$ cat config.mk
export PLATFORM = sky130hd
export DESIGN_NAME = heading_pi_controller
export DESIGN_NICKNAME = d
export VERILOG_FILES = /design/src/hpc_pkg.sv /design/src/heading_pi_controller.sv
export SDC_FILE = /design/constraint.sdc
export NUM_CORES = 2
export LEC_CHECK = 0
export BUFFER_PORTS_ARGS = -buffer_cell sky130_fd_sc_hd__clkbuf_2
export CORE_MARGIN = 2
export CORE_UTILIZATION = 40
export CTS_CLUSTER_DIAMETER = 100
export DETAILED_ROUTE_END_ITERATION = 8
export GPL_TIMING_DRIVEN = 0
export SYNTH_ARGS = -nofsm -noshare
export SYNTH_HDL_FRONTEND = slang
export SYNTH_SLANG_ARGS = --single-unit
$ cat constraint.sdc
create_clock -name i_clk -period 14.1 [get_ports i_clk]
set_clock_uncertainty 0.1 [all_clocks]
set_input_delay 2.82 -clock i_clk [delete_from_list [all_inputs] [get_ports i_clk]]
set_output_delay 2.82 -clock i_clk [all_outputs]
set_load 0.05 [all_outputs]
$ cat src/hpc_pkg.sv
// Package for the heading PI controller: sequencer states, fixed-point
// constants and configuration register indexes. No dependencies.
package hpc_pkg;

    typedef enum logic [4:0] {
        ST_IDLE,
        ST_WRAP,
        ST_ABS,
        ST_MUL_P,
        ST_MUL_I,
        ST_STEP,
        ST_ISUM,
        ST_ICLAMP,
        ST_IABS,
        ST_MUL_IK,
        ST_ITERM,
        ST_SUM,
        ST_SABS,
        ST_MUL_LO,
        ST_MUL_HI,
        ST_COMB,
        ST_DIV_INIT,
        ST_DIV,
        ST_OUT
    } t_state;

    localparam logic signed [16:0] PI_Q12      = 17'sd12868;
    localparam logic signed [16:0] NEG_PI_Q12  = -17'sd12868;
    localparam logic signed [16:0] TWO_PI_Q12  = 17'sd25736;
    localparam logic signed [21:0] GAIN_OFFSET = 22'sd8064;
    localparam logic [36:0]        GAIN_DEN_W  = 37'd23040;
    localparam logic [40:0]        DIV_HALF    = 41'd11520;
    localparam logic [30:0]        RECIP_45    = 31'd1527099484;
    localparam logic [33:0]        Q8_HALF     = 34'd128;
    localparam logic [47:0]        Q8_HALF_W   = 48'd128;
    localparam logic [33:0]        Q16_HALF    = 34'd32768;
    localparam logic signed [25:0] OUT_OFFSET  = 26'sd41;
    localparam logic signed [25:0] DRIVE_MAX   = 26'sd8388607;
    localparam logic signed [25:0] DRIVE_MIN   = -26'sd8388608;

    localparam logic [2:0] REG_KP          = 3'd0;
    localparam logic [2:0] REG_KI          = 3'd1;
    localparam logic [2:0] REG_P_LIMIT     = 3'd2;
    localparam logic [2:0] REG_I_LIMIT     = 3'd3;
    localparam logic [2:0] REG_CTRL_PERIOD = 3'd4;

    localparam logic [15:0] KP_RESET          = 16'd256;
    localparam logic [15:0] KI_RESET          = 16'd0;
    localparam logic [22:0] P_LIMIT_RESET     = 23'd8388607;
    localparam logic [30:0] I_LIMIT_RESET     = 31'd2147483647;
    localparam logic [15:0] CTRL_PERIOD_RESET = 16'd655;

endpackage

$ cat src/heading_pi_controller.sv
// Heading PI controller top level: APB register file, sequencer, shared
// multiplier with a reciprocal step for the gain denominator. Uses hpc_pkg.
//
// channel   direction  handshake          payload
// input     in         i_valid / o_stall  i_current_angle, i_target_angle, i_speed
// output    out        o_valid / i_stall  o_drive
// config    in         APB write/read     paddr, pwdata / prdata
//
// A result is registered at the output once the sequencer has run its states; the
// divide step is skipped when the scaled sum saturates. The next input transfer is
// taken once the sequencer is back in idle. It makes six passes through the shared
// 31x31 multiplier, the last a reciprocal multiply for the gain denominator.
// Reset is synchronous and active low; o_stall is high during reset.
// The block stalls its input while the sequencer runs; a result waiting under
// i_stall does not block the next input transfer, only the next result.
module heading_pi_controller (
    input  logic               i_clk,
    input  logic               i_rst_n,
    input  logic               i_valid,
    output logic               o_stall,
    input  logic signed [15:0] i_current_angle,
    input  logic signed [15:0] i_target_angle,
    input  logic signed [15:0] i_speed,
    output logic               o_valid,
    input  logic               i_stall,
    output logic signed [23:0] o_drive,
    input  logic               psel,
    input  logic               penable,
    input  logic               pwrite,
    input  logic [4:0]         paddr,
    input  logic [31:0]        pwdata,
    output logic [31:0]        prdata,
    output logic               pready
);

    hpc_pkg::t_state r_state, n_state;

    logic [15:0] r_kp, r_ki, r_ctrl_period;
    logic [22:0] r_p_limit;
    logic [30:0] r_i_limit;

    logic signed [31:0] r_integral;
    logic               r_last_neg;

    logic signed [16:0] r_err;
    logic signed [21:0] r_fac;
    logic [16:0]        r_emag;
    logic               r_eneg;
    logic [19:0]        r_fmag;
    logic               r_fneg;
    logic [61:0]        r_prod;
    logic [22:0]        r_pmag;
    logic [17:0]        r_smag;
    logic signed [23:0] r_psgn;
    logic signed [32:0] r_isum;
    logic [30:0]        r_imag;
    logic               r_ineg;
    logic [38:0]        r_iterm;
    logic signed [40:0] r_sum;
    logic [39:0]        r_amag;
    logic               r_oneg;
    logic [40:0]        r_acc;
    logic [60:0]        r_num;
    logic [23:0]        r_qn;
    logic               r_sat;

    logic               r_out_valid;
    logic signed [23:0] r_drive;

    logic               cfg_wr;
    logic               out_free;
    logic               div_sat;
    logic [30:0]        mul_a;
    logic [30:0]        mul_b;
    logic [61:0]        mul_p;

    logic signed [16:0] diff;
    logic signed [16:0] wrapped;
    logic signed [21:0] fac20;
    logic signed [16:0] err_neg;
    logic signed [21:0] fac_neg;
    logic [33:0]        p_sum;
    logic [25:0]        p_round;
    logic [22:0]        p_mag;
    logic [33:0]        s_sum;
    logic signed [32:0] isum_base;
    logic signed [32:0] isum_step;
    logic signed [32:0] isum_lim;
    logic signed [31:0] integ_neg;
    logic [47:0]        i_sum;
    logic signed [40:0] sum_p;
    logic signed [40:0] sum_i;
    logic signed [40:0] sum_neg;
    logic signed [25:0] q_ext;
    logic signed [25:0] drv_raw;
    logic signed [25:0] drv_sat;

    assign cfg_wr   = psel && penable && pwrite && pready;
    assign pready   = 1'b1;
    assign o_stall  = (r_state != hpc_pkg::ST_IDLE) || !i_rst_n;
    assign o_valid  = r_out_valid;
    assign o_drive  = r_drive;
    assign out_free = !r_out_valid || !i_stall;

    always_comb begin
        case (paddr[4:2])
            hpc_pkg::REG_KP:          prdata = {16'd0, r_kp};
            hpc_pkg::REG_KI:          prdata = {16'd0, r_ki};
            hpc_pkg::REG_P_LIMIT:     prdata = {9'd0, r_p_limit};
            hpc_pkg::REG_I_LIMIT:     prdata = {1'b0, r_i_limit};
            hpc_pkg::REG_CTRL_PERIOD: prdata = {16'd0, r_ctrl_period};
            default:                  prdata = 32'd0;
        endcase
    end

    always_ff @(posedge i_clk) begin
        if (!i_rst_n) begin
            r_kp          <= hpc_pkg::KP_RESET;
            r_ki          <= hpc_pkg::KI_RESET;
            r_p_limit     <= hpc_pkg::P_LIMIT_RESET;
            r_i_limit     <= hpc_pkg::I_LIMIT_RESET;
            r_ctrl_period <= hpc_pkg::CTRL_PERIOD_RESET;
        end else if (cfg_wr) begin
            case (paddr[4:2])
                hpc_pkg::REG_KP:          r_kp          <= pwdata[15:0];
                hpc_pkg::REG_KI:          r_ki          <= pwdata[15:0];
                hpc_pkg::REG_P_LIMIT:     r_p_limit     <= pwdata[22:0];
                hpc_pkg::REG_I_LIMIT:     r_i_limit     <= pwdata[30:0];
                hpc_pkg::REG_CTRL_PERIOD: r_ctrl_period <= pwdata[15:0];
                default: ;
            endcase
        end
    end

    // shared multiplier operand select
    always_comb begin
        case (r_state)
            hpc_pkg::ST_MUL_P: begin
                mul_a = {14'd0, r_emag};
                mul_b = {15'd0, r_kp};
            end
            hpc_pkg::ST_MUL_I: begin
                mul_a = {14'd0, r_emag};
                mul_b = {15'd0, r_ctrl_period};
            end
            hpc_pkg::ST_MUL_IK: begin
                mul_a = r_imag;
                mul_b = {15'd0, r_ki};
            end
            hpc_pkg::ST_MUL_LO: begin
                mul_a = {11'd0, r_amag[19:0]};
                mul_b = {11'd0, r_fmag};
            end
            hpc_pkg::ST_MUL_HI: begin
                mul_a = {11'd0, r_amag[39:20]};
                mul_b = {11'd0, r_fmag};
            end
            hpc_pkg::ST_DIV_INIT: begin
                mul_a = {1'b0, r_num[38:9]};
                mul_b = hpc_pkg::RECIP_45;
            end
            default: begin
                mul_a = 31'd0;
                mul_b = 31'd0;
            end
        endcase
    end

    assign mul_p = {31'd0, mul_a} * {31'd0, mul_b};

    always_comb begin
        diff    = 17'(i_target_angle) - 17'(i_current_angle);
        fac20   = (22'(i_speed) <<< 4) + (22'(i_speed) <<< 2);
        if (r_err > hpc_pkg::PI_Q12) begin
            wrapped = r_err - hpc_pkg::TWO_PI_Q12;
        end else if (r_err < hpc_pkg::NEG_PI_Q12) begin
            wrapped = r_err + hpc_pkg::TWO_PI_Q12;
        end else begin
            wrapped = r_err;
        end
        err_neg = -r_err;
        fac_neg = -r_fac;

        p_sum   = {1'b0, r_prod[32:0]} + hpc_pkg::Q8_HALF;
        p_round = p_sum[33:8];
        p_mag   = (p_round > {3'd0, r_p_limit}) ? r_p_limit : p_round[22:0];
        s_sum   = {1'b0, r_prod[32:0]} + hpc_pkg::Q16_HALF;

        isum_base = 33'(r_integral);
        isum_step = $signed({15'd0, r_smag});
        isum_lim  = $signed({2'd0, r_i_limit});
        integ_neg = -r_integral;

        i_sum   = {1'b0, r_prod[46:0]} + hpc_pkg::Q8_HALF_W;
        sum_p   = 41'(r_psgn);
        sum_i   = $signed({2'd0, r_iterm});
        sum_neg = -r_sum;

        div_sat = (r_num[60:24] >= hpc_pkg::GAIN_DEN_W);

        q_ext   = $signed({2'd0, r_qn});
        drv_raw = r_oneg ? (hpc_pkg::OUT_OFFSET - q_ext) : (q_ext + hpc_pkg::OUT_OFFSET);
        if (r_sat) begin
            drv_sat = r_oneg ? hpc_pkg::DRIVE_MIN : hpc_pkg::DRIVE_MAX;
        end else if (drv_raw > hpc_pkg::DRIVE_MAX) begin
            drv_sat = hpc_pkg::DRIVE_MAX;
        end else if (drv_raw < hpc_pkg::DRIVE_MIN) begin
            drv_sat = hpc_pkg::DRIVE_MIN;
        end else begin
            drv_sat = drv_raw;
        end
    end

    always_ff @(posedge i_clk) begin
        if (!i_rst_n) begin
            r_state <= hpc_pkg::ST_IDLE;
        end else begin
            r_state <= n_state;
        end
    end

    always_comb begin
        case (r_state)
            hpc_pkg::ST_IDLE:     n_state = i_valid ? hpc_pkg::ST_WRAP : hpc_pkg::ST_IDLE;
            hpc_pkg::ST_WRAP:     n_state = hpc_pkg::ST_ABS;
            hpc_pkg::ST_ABS:      n_state = hpc_pkg::ST_MUL_P;
            hpc_pkg::ST_MUL_P:    n_state = hpc_pkg::ST_MUL_I;
            hpc_pkg::ST_MUL_I:    n_state = hpc_pkg::ST_STEP;
            hpc_pkg::ST_STEP:     n_state = hpc_pkg::ST_ISUM;
            hpc_pkg::ST_ISUM:     n_state = hpc_pkg::ST_ICLAMP;
            hpc_pkg::ST_ICLAMP:   n_state = hpc_pkg::ST_IABS;
            hpc_pkg::ST_IABS:     n_state = hpc_pkg::ST_MUL_IK;
            hpc_pkg::ST_MUL_IK:   n_state = hpc_pkg::ST_ITERM;
            hpc_pkg::ST_ITERM:    n_state = hpc_pkg::ST_SUM;
            hpc_pkg::ST_SUM:      n_state = hpc_pkg::ST_SABS;
            hpc_pkg::ST_SABS:     n_state = hpc_pkg::ST_MUL_LO;
            hpc_pkg::ST_MUL_LO:   n_state = hpc_pkg::ST_MUL_HI;
            hpc_pkg::ST_MUL_HI:   n_state = hpc_pkg::ST_COMB;
            hpc_pkg::ST_COMB:     n_state = hpc_pkg::ST_DIV_INIT;
            hpc_pkg::ST_DIV_INIT: n_state = div_sat ? hpc_pkg::ST_OUT : hpc_pkg::ST_DIV;
            hpc_pkg::ST_DIV:      n_state = hpc_pkg::ST_OUT;
            hpc_pkg::ST_OUT:      n_state = out_free ? hpc_pkg::ST_IDLE : hpc_pkg::ST_OUT;
            default:              n_state = hpc_pkg::ST_IDLE;
        endcase
    end

    always_ff @(posedge i_clk) begin
        r_prod <= mul_p;
        case (r_state)
            hpc_pkg::ST_IDLE: begin
                r_err <= diff;
                r_fac <= fac20;
            end
            hpc_pkg::ST_WRAP: begin
                r_err <= wrapped;
                r_fac <= r_fac + hpc_pkg::GAIN_OFFSET;
            end
            hpc_pkg::ST_ABS: begin
                r_eneg <= r_err[16];
                r_emag <= r_err[16] ? $unsigned(err_neg) : $unsigned(r_err);
                r_fneg <= r_fac[21];
                r_fmag <= r_fac[21] ? fac_neg[19:0] : r_fac[19:0];
            end
            hpc_pkg::ST_MUL_I: begin
                r_pmag <= p_mag;
            end
            hpc_pkg::ST_STEP: begin
                r_smag <= s_sum[33:16];
            end
            hpc_pkg::ST_ISUM: begin
                r_psgn <= r_eneg ? -$signed({1'b0, r_pmag}) : $signed({1'b0, r_pmag});
                if (r_eneg != r_last_neg) begin
                    r_isum <= '0;
                end else if (r_eneg) begin
                    r_isum <= isum_base - isum_step;
                end else begin
                    r_isum <= isum_base + isum_step;
                end
            end
            hpc_pkg::ST_IABS: begin
                r_ineg <= r_integral[31];
                r_imag <= r_integral[31] ? integ_neg[30:0] : r_integral[30:0];
            end
            hpc_pkg::ST_ITERM: begin
                r_iterm <= i_sum[46:8];
            end
            hpc_pkg::ST_SUM: begin
                r_sum <= r_ineg ? (sum_p - sum_i) : (sum_p + sum_i);
            end
            hpc_pkg::ST_SABS: begin
                r_oneg <= r_sum[40] ^ r_fneg;
                r_amag <= r_sum[40] ? sum_neg[39:0] : r_sum[39:0];
            end
            hpc_pkg::ST_MUL_HI: begin
                r_acc <= {1'b0, r_prod[39:0]} + hpc_pkg::DIV_HALF;
            end
            hpc_pkg::ST_COMB: begin
                r_num <= {1'b0, r_prod[39:0], 20'd0} + {20'd0, r_acc};
            end
            hpc_pkg::ST_DIV_INIT: begin
                r_sat <= div_sat;
            end
            hpc_pkg::ST_DIV: begin
                r_qn <= r_prod[59:36];
            end
            default: ;
        endcase
    end

    // integrator state
    always_ff @(posedge i_clk) begin
        if (!i_rst_n) begin
            r_integral <= '0;
            r_last_neg <= 1'b0;
        end else if (r_state == hpc_pkg::ST_ICLAMP) begin
            r_last_neg <= r_eneg;
            if (r_isum > isum_lim) begin
                r_integral <= 32'(isum_lim);
            end else if (r_isum < -isum_lim) begin
                r_integral <= 32'(-isum_lim);
            end else begin
                r_integral <= 32'(r_isum);
            end
        end
    end

    always_ff @(posedge i_clk) begin
        if (!i_rst_n) begin
            r_out_valid <= 1'b0;
        end else if (r_state == hpc_pkg::ST_OUT && out_free) begin
            r_out_valid <= 1'b1;
        end else if (!i_stall) begin
            r_out_valid <= 1'b0;
        end
    end

    always_ff @(posedge i_clk) begin
        if (r_state == hpc_pkg::ST_OUT && out_free) begin
            r_drive <= drv_sat[23:0];
        end
    end

endmodule

==> summary by stage <==
Outcome
The run finished with clean final reports.

Setup path
The cell seen most often among critical-path stages is sky130_fd_sc_hd__fa_1. The worst setup path is captured at a flip-flop. The worst path buffer plus inverter count is 8. The delay of the slowest critical-path stage is 1.08 ns. STA puts the critical path data arrival time at 13.19 ns.

The maximum fanout along the worst path is 10. The startpoint class of the critical path is a flip-flop. The data required time of the critical path is 14.54 ns.

The highest-delay cell along the critical path is sky130_fd_sc_hd__a211oi_1. The worst setup path is of the flip-flop to flip-flop kind. The worst-case register-to-register setup slack is 1.35 ns. Among cell families on the critical path, the largest total delay comes from compound AO/OA/AOI/OAI gates.

Logic synthesis
In this run the cell area of the synthesized design comes to 0.0641 mm². Counting flops with an async set or reset pin after synthesis yields a share of 0%. In the post-synthesis netlist, the biggest area contributors are sky130_fd_sc_hd__edfxtp_1, sky130_fd_sc_hd__fa_1, sky130_fd_sc_hd__ha_1. The mean area per synthesized cell is 9.41 µm². The largest total area in the synthesized netlist belongs to sky130_fd_sc_hd__edfxtp_1.

In this run, synthesis inferred 458 flip-flops with an integrated enable. The number of library cell types mapped by synthesis is 90. By instance count, the leading cell after synthesis is sky130_fd_sc_hd__inv_1. The fraction of synthesized cell area taken by the top area cell type is 21.5%. For this run, the leading register cell type out of synthesis is sky130_fd_sc_hd__edfxtp_1. For this run, the number of Yosys warnings is 0. The cell count after synthesis is 6,807. The register area share after synthesis is 27.7%. Sorting the synthesized cells by how often they occur yields sky130_fd_sc_hd__inv_1, sky130_fd_sc_hd__nand2_1, sky130_fd_sc_hd__fa_1. The number of synthesized register bits is 659.

STA
The final critical path takes up 90.4% of the cycle. The final worst setup slack is 1.35 ns. Setup repair after global routing left no endpoint under its margin. For the pin with the worst max-slew slack, the measured transition is 1.40 ns. The count of final setup violators is 0. After routing, the total negative slack on setup checks comes to 0 ns.

For this run, the top clock speed supported by timing is 0.0784 GHz. The remaining max-slew budget at the tightest pin is 5.95%. The count of endpoints failing hold in the final timing report was 0.

The total count of max-transition violations in the final report is 0. The shortest clock period the worst path allows after layout is 12.75 ns.

Placement
Prior to clock tree synthesis, the placed netlist has a worst setup slack of 1.57 ns. The placed instance area is 0.0678 mm². The final HPWL from detailed placement is 189 mm. The final weighted congestion of routability-driven global placement is 1.00.

Port buffering added 143 buffers.

Power
The relative contribution of sequential cells to total power is 42.2%. The maximum resistive drop on vdd is 0.0927 mV. The design draws 0.00538 W.

The net switching power of the design is 0.00156 W. For this design the static power due to leakage is 31.0 nW. The proportion of power drawn by combinational gates is 17.4%. The power per cell area is 76.1 mW/mm². The internal portion of total power is 0.00382 W. The switching portion of total power is 29.0%. The share of total power dissipated in the clock network is 40.4%.

Detailed routing
Summing over every cut layer, the via total after detailed routing is 50,900. Dividing the detail-routed wire length by the instance count gives 24.7 µm. In the routed layout, each cell is associated on average with a via count of 5.52. For this run, design rule violations remaining after detail routing come to 0. In this run, the number of DRC markers left after iteration 0 of detailed routing was 4,481. The routed design has 227 mm of wire.

Once detail routing completed, the nets flagged for antenna violations numbered 0. The number of iterations in the first detailed-routing pass is 6.

CTS
The total clock buffers created by CTS is 79. The H-tree generated during clock tree synthesis spans 3 levels. At the later pin of the worst-skew pair, clock insertion delay measures 0.71 ns. The number of clock sinks seen by CTS is 659. Gates resized during post-CTS repair numbered 0. The clock tree from TritonCTS is yes. The number of hold buffers added after CTS was 0. The longest clock path from root to sink contains 3 buffers. Buffers added to address setup during post-CTS repair amount to 0. The root buffer cell chosen for the clock tree is sky130_fd_sc_hd__clkbuf_16. The register clock-pin slew on the reported worst setup and hold paths is 0.06 ns.

Global routing
The via count of the first global-routing pass came to 51,300. The initial antenna violation count is 9. The wire length of the first global-routing pass is 336 mm. Entering global routing, the biggest net connects 38 pins. Global routing used 27.9% of the available tracks. The total grt overflow is 0.

Floorplan
The die is 404 µm tall. The initialized floorplan defines 146 standard-cell rows. Measured along the x axis, the die boundary spans 404 µm. The initial core utilization is 40.4%. The die covers 0.163 mm². The floorplan step defined a core boundary enclosing 0.159 mm². The top-level I/O count is 151.

Cells and area
After filler insertion, the fill cell instance count of the layout stands at 15,400. The area added between synthesis and finish is 10.2%. The net count reported at finish is 8,379. The share of post-route cells with drive strength above 1 is 5.63%. Summing all flip-flop and latch instances after layout gives 0.0178 mm². The area of the multi-input gates is 0.0418 mm². The final instance area is 0.0706 mm².

Job
The total of max-cap violations is 0.

Worst hold path
The class of the most critical hold timing path is flip-flop to flip-flop.
## power by group through the flow
stage	Sequential [W]	Combinational, W	Clock (W)
after floorplan	0.00227	0.000667	0
after global placement	0.00231	0.000910	0
after detailed placement	0.00231	0.000925	0
after CTS	0.00227	0.000932	0.00221
after global routing	0.00228	0.00104	0.00228
final	0.00227	0.000935	0.00217
## final cells by class
class / count / share of cell area [%]
multi-input combinational: 4922 / 59.1
buffer: 280 / 1.54
antenna: 2 / 0.00709
sequential: 659 / 25.2
inverter: 973 / 5.17
clock inverter: 41 / 0.859
timing repair buffer: 157 / 1.32
tap: 2072 / 3.67
clock buffer: 105 / 3.11
## path summary, 6_finish.rpt
| path | cells after the start | endpoint | from |
|---|---|---|---|
| setup / recovery | 33 | r_prod[43] | r_state[2] |
| hold / removal | 0 | r_qn[17] | r_prod[53] |
| hold reg to reg | 0 | r_qn[17] | r_prod[53] |
| setup reg to reg | 33 | r_prod[43] | r_state[2] |
## sequential cells by signal, summed over array words and instances (netlist names), 17 cells and up
signal      flops
r_amag         40
r_p_limit      23
r_sum          41
r_smag         18
r_num          52
r_err          17
r_fmag         18
r_qn           24
r_psgn         24
r_pmag         23
r_acc          32
r_isum         33
r_fac          20
r_i_limit      31
r_prod         60
r_emag         17
o_drive        24
r_integral     32
r_iterm        39
r_imag         31
## worst reg2reg max path: cells and delay by family (launching register included)
family / cells / cell delay [ns]
AOI/OAI and AO/OA: 12 / 4.59
adders and majority gates: 9 / 4.52
buffers and inverters: 8 / 2.14
and+or+nand+nor: 3 / 0.77
DFF: 1 / 0.31
xor gates and xnor gates: 1 / 0.16
## cells in the final DEF, fill, tap and decap left out, types with 58 or more instances in the layout
cell and instances:
sky130_fd_sc_hd__a21oi_1 255, sky130_fd_sc_hd__edfxtp_1 458, sky130_fd_sc_hd__nand4_1 58, sky130_fd_sc_hd__nor2_1 577, sky130_fd_sc_hd__fa_1 657, sky130_fd_sc_hd__a21o_1 112, sky130_fd_sc_hd__clkbuf_1 264, sky130_fd_sc_hd__o21ai_0 241
sky130_fd_sc_hd__xnor2_1 371, sky130_fd_sc_hd__inv_1 971, sky130_fd_sc_hd__a21boi_0 59, sky130_fd_sc_hd__ha_1 558, sky130_fd_sc_hd__clkbuf_16 81, sky130_fd_sc_hd__nor3_1 88, sky130_fd_sc_hd__clkbuf_2 145, sky130_fd_sc_hd__nand3_1 104
sky130_fd_sc_hd__xor2_1 120, sky130_fd_sc_hd__o211ai_1 65, sky130_fd_sc_hd__dfxtp_1 201, sky130_fd_sc_hd__nand2_1 753
## per-stage QoR
| stage | cells | utilization (%) | hold WS, ns |
|---|---|---|---|
| 3_3_place_gp | 9049 | 42.5 | 0.289 |
| 6_report | 9211 | 44.5 | 0.299 |
| 5_1_grt | 9209 | 44.5 | 0.310 |
| 3_5_place_dp | 9063 | 42.7 | 0.289 |
| 2_1_floorplan | 6834 | - | 0.286 |
| 4_1_cts | 9209 | 44.5 | 0.299 |
## kinds of logic after synthesis
group                    Yosys count  share of synthesized area (%)
other                              2                         0.0117
flip-flops                       659                           27.7
adder cells (fa/ha/maj)         1215                           31.4
XOR/XNOR                         492                           6.74
AND/OR/NAND/NOR                 1973                           14.0
multiplexers                      56                          0.951
AO/OA/AOI/OAI                   1157                           11.8
buffers and inverters           1253                           7.39
## per-layer routing
metal	GRT usage, %	part of all wire [%]
met5	0	0
met4	14.3	6.0
met1	36.9	42
met2	44.4	45
met3	3.98	6.9
Note: power is estimated with default switching activity, not from simulation.
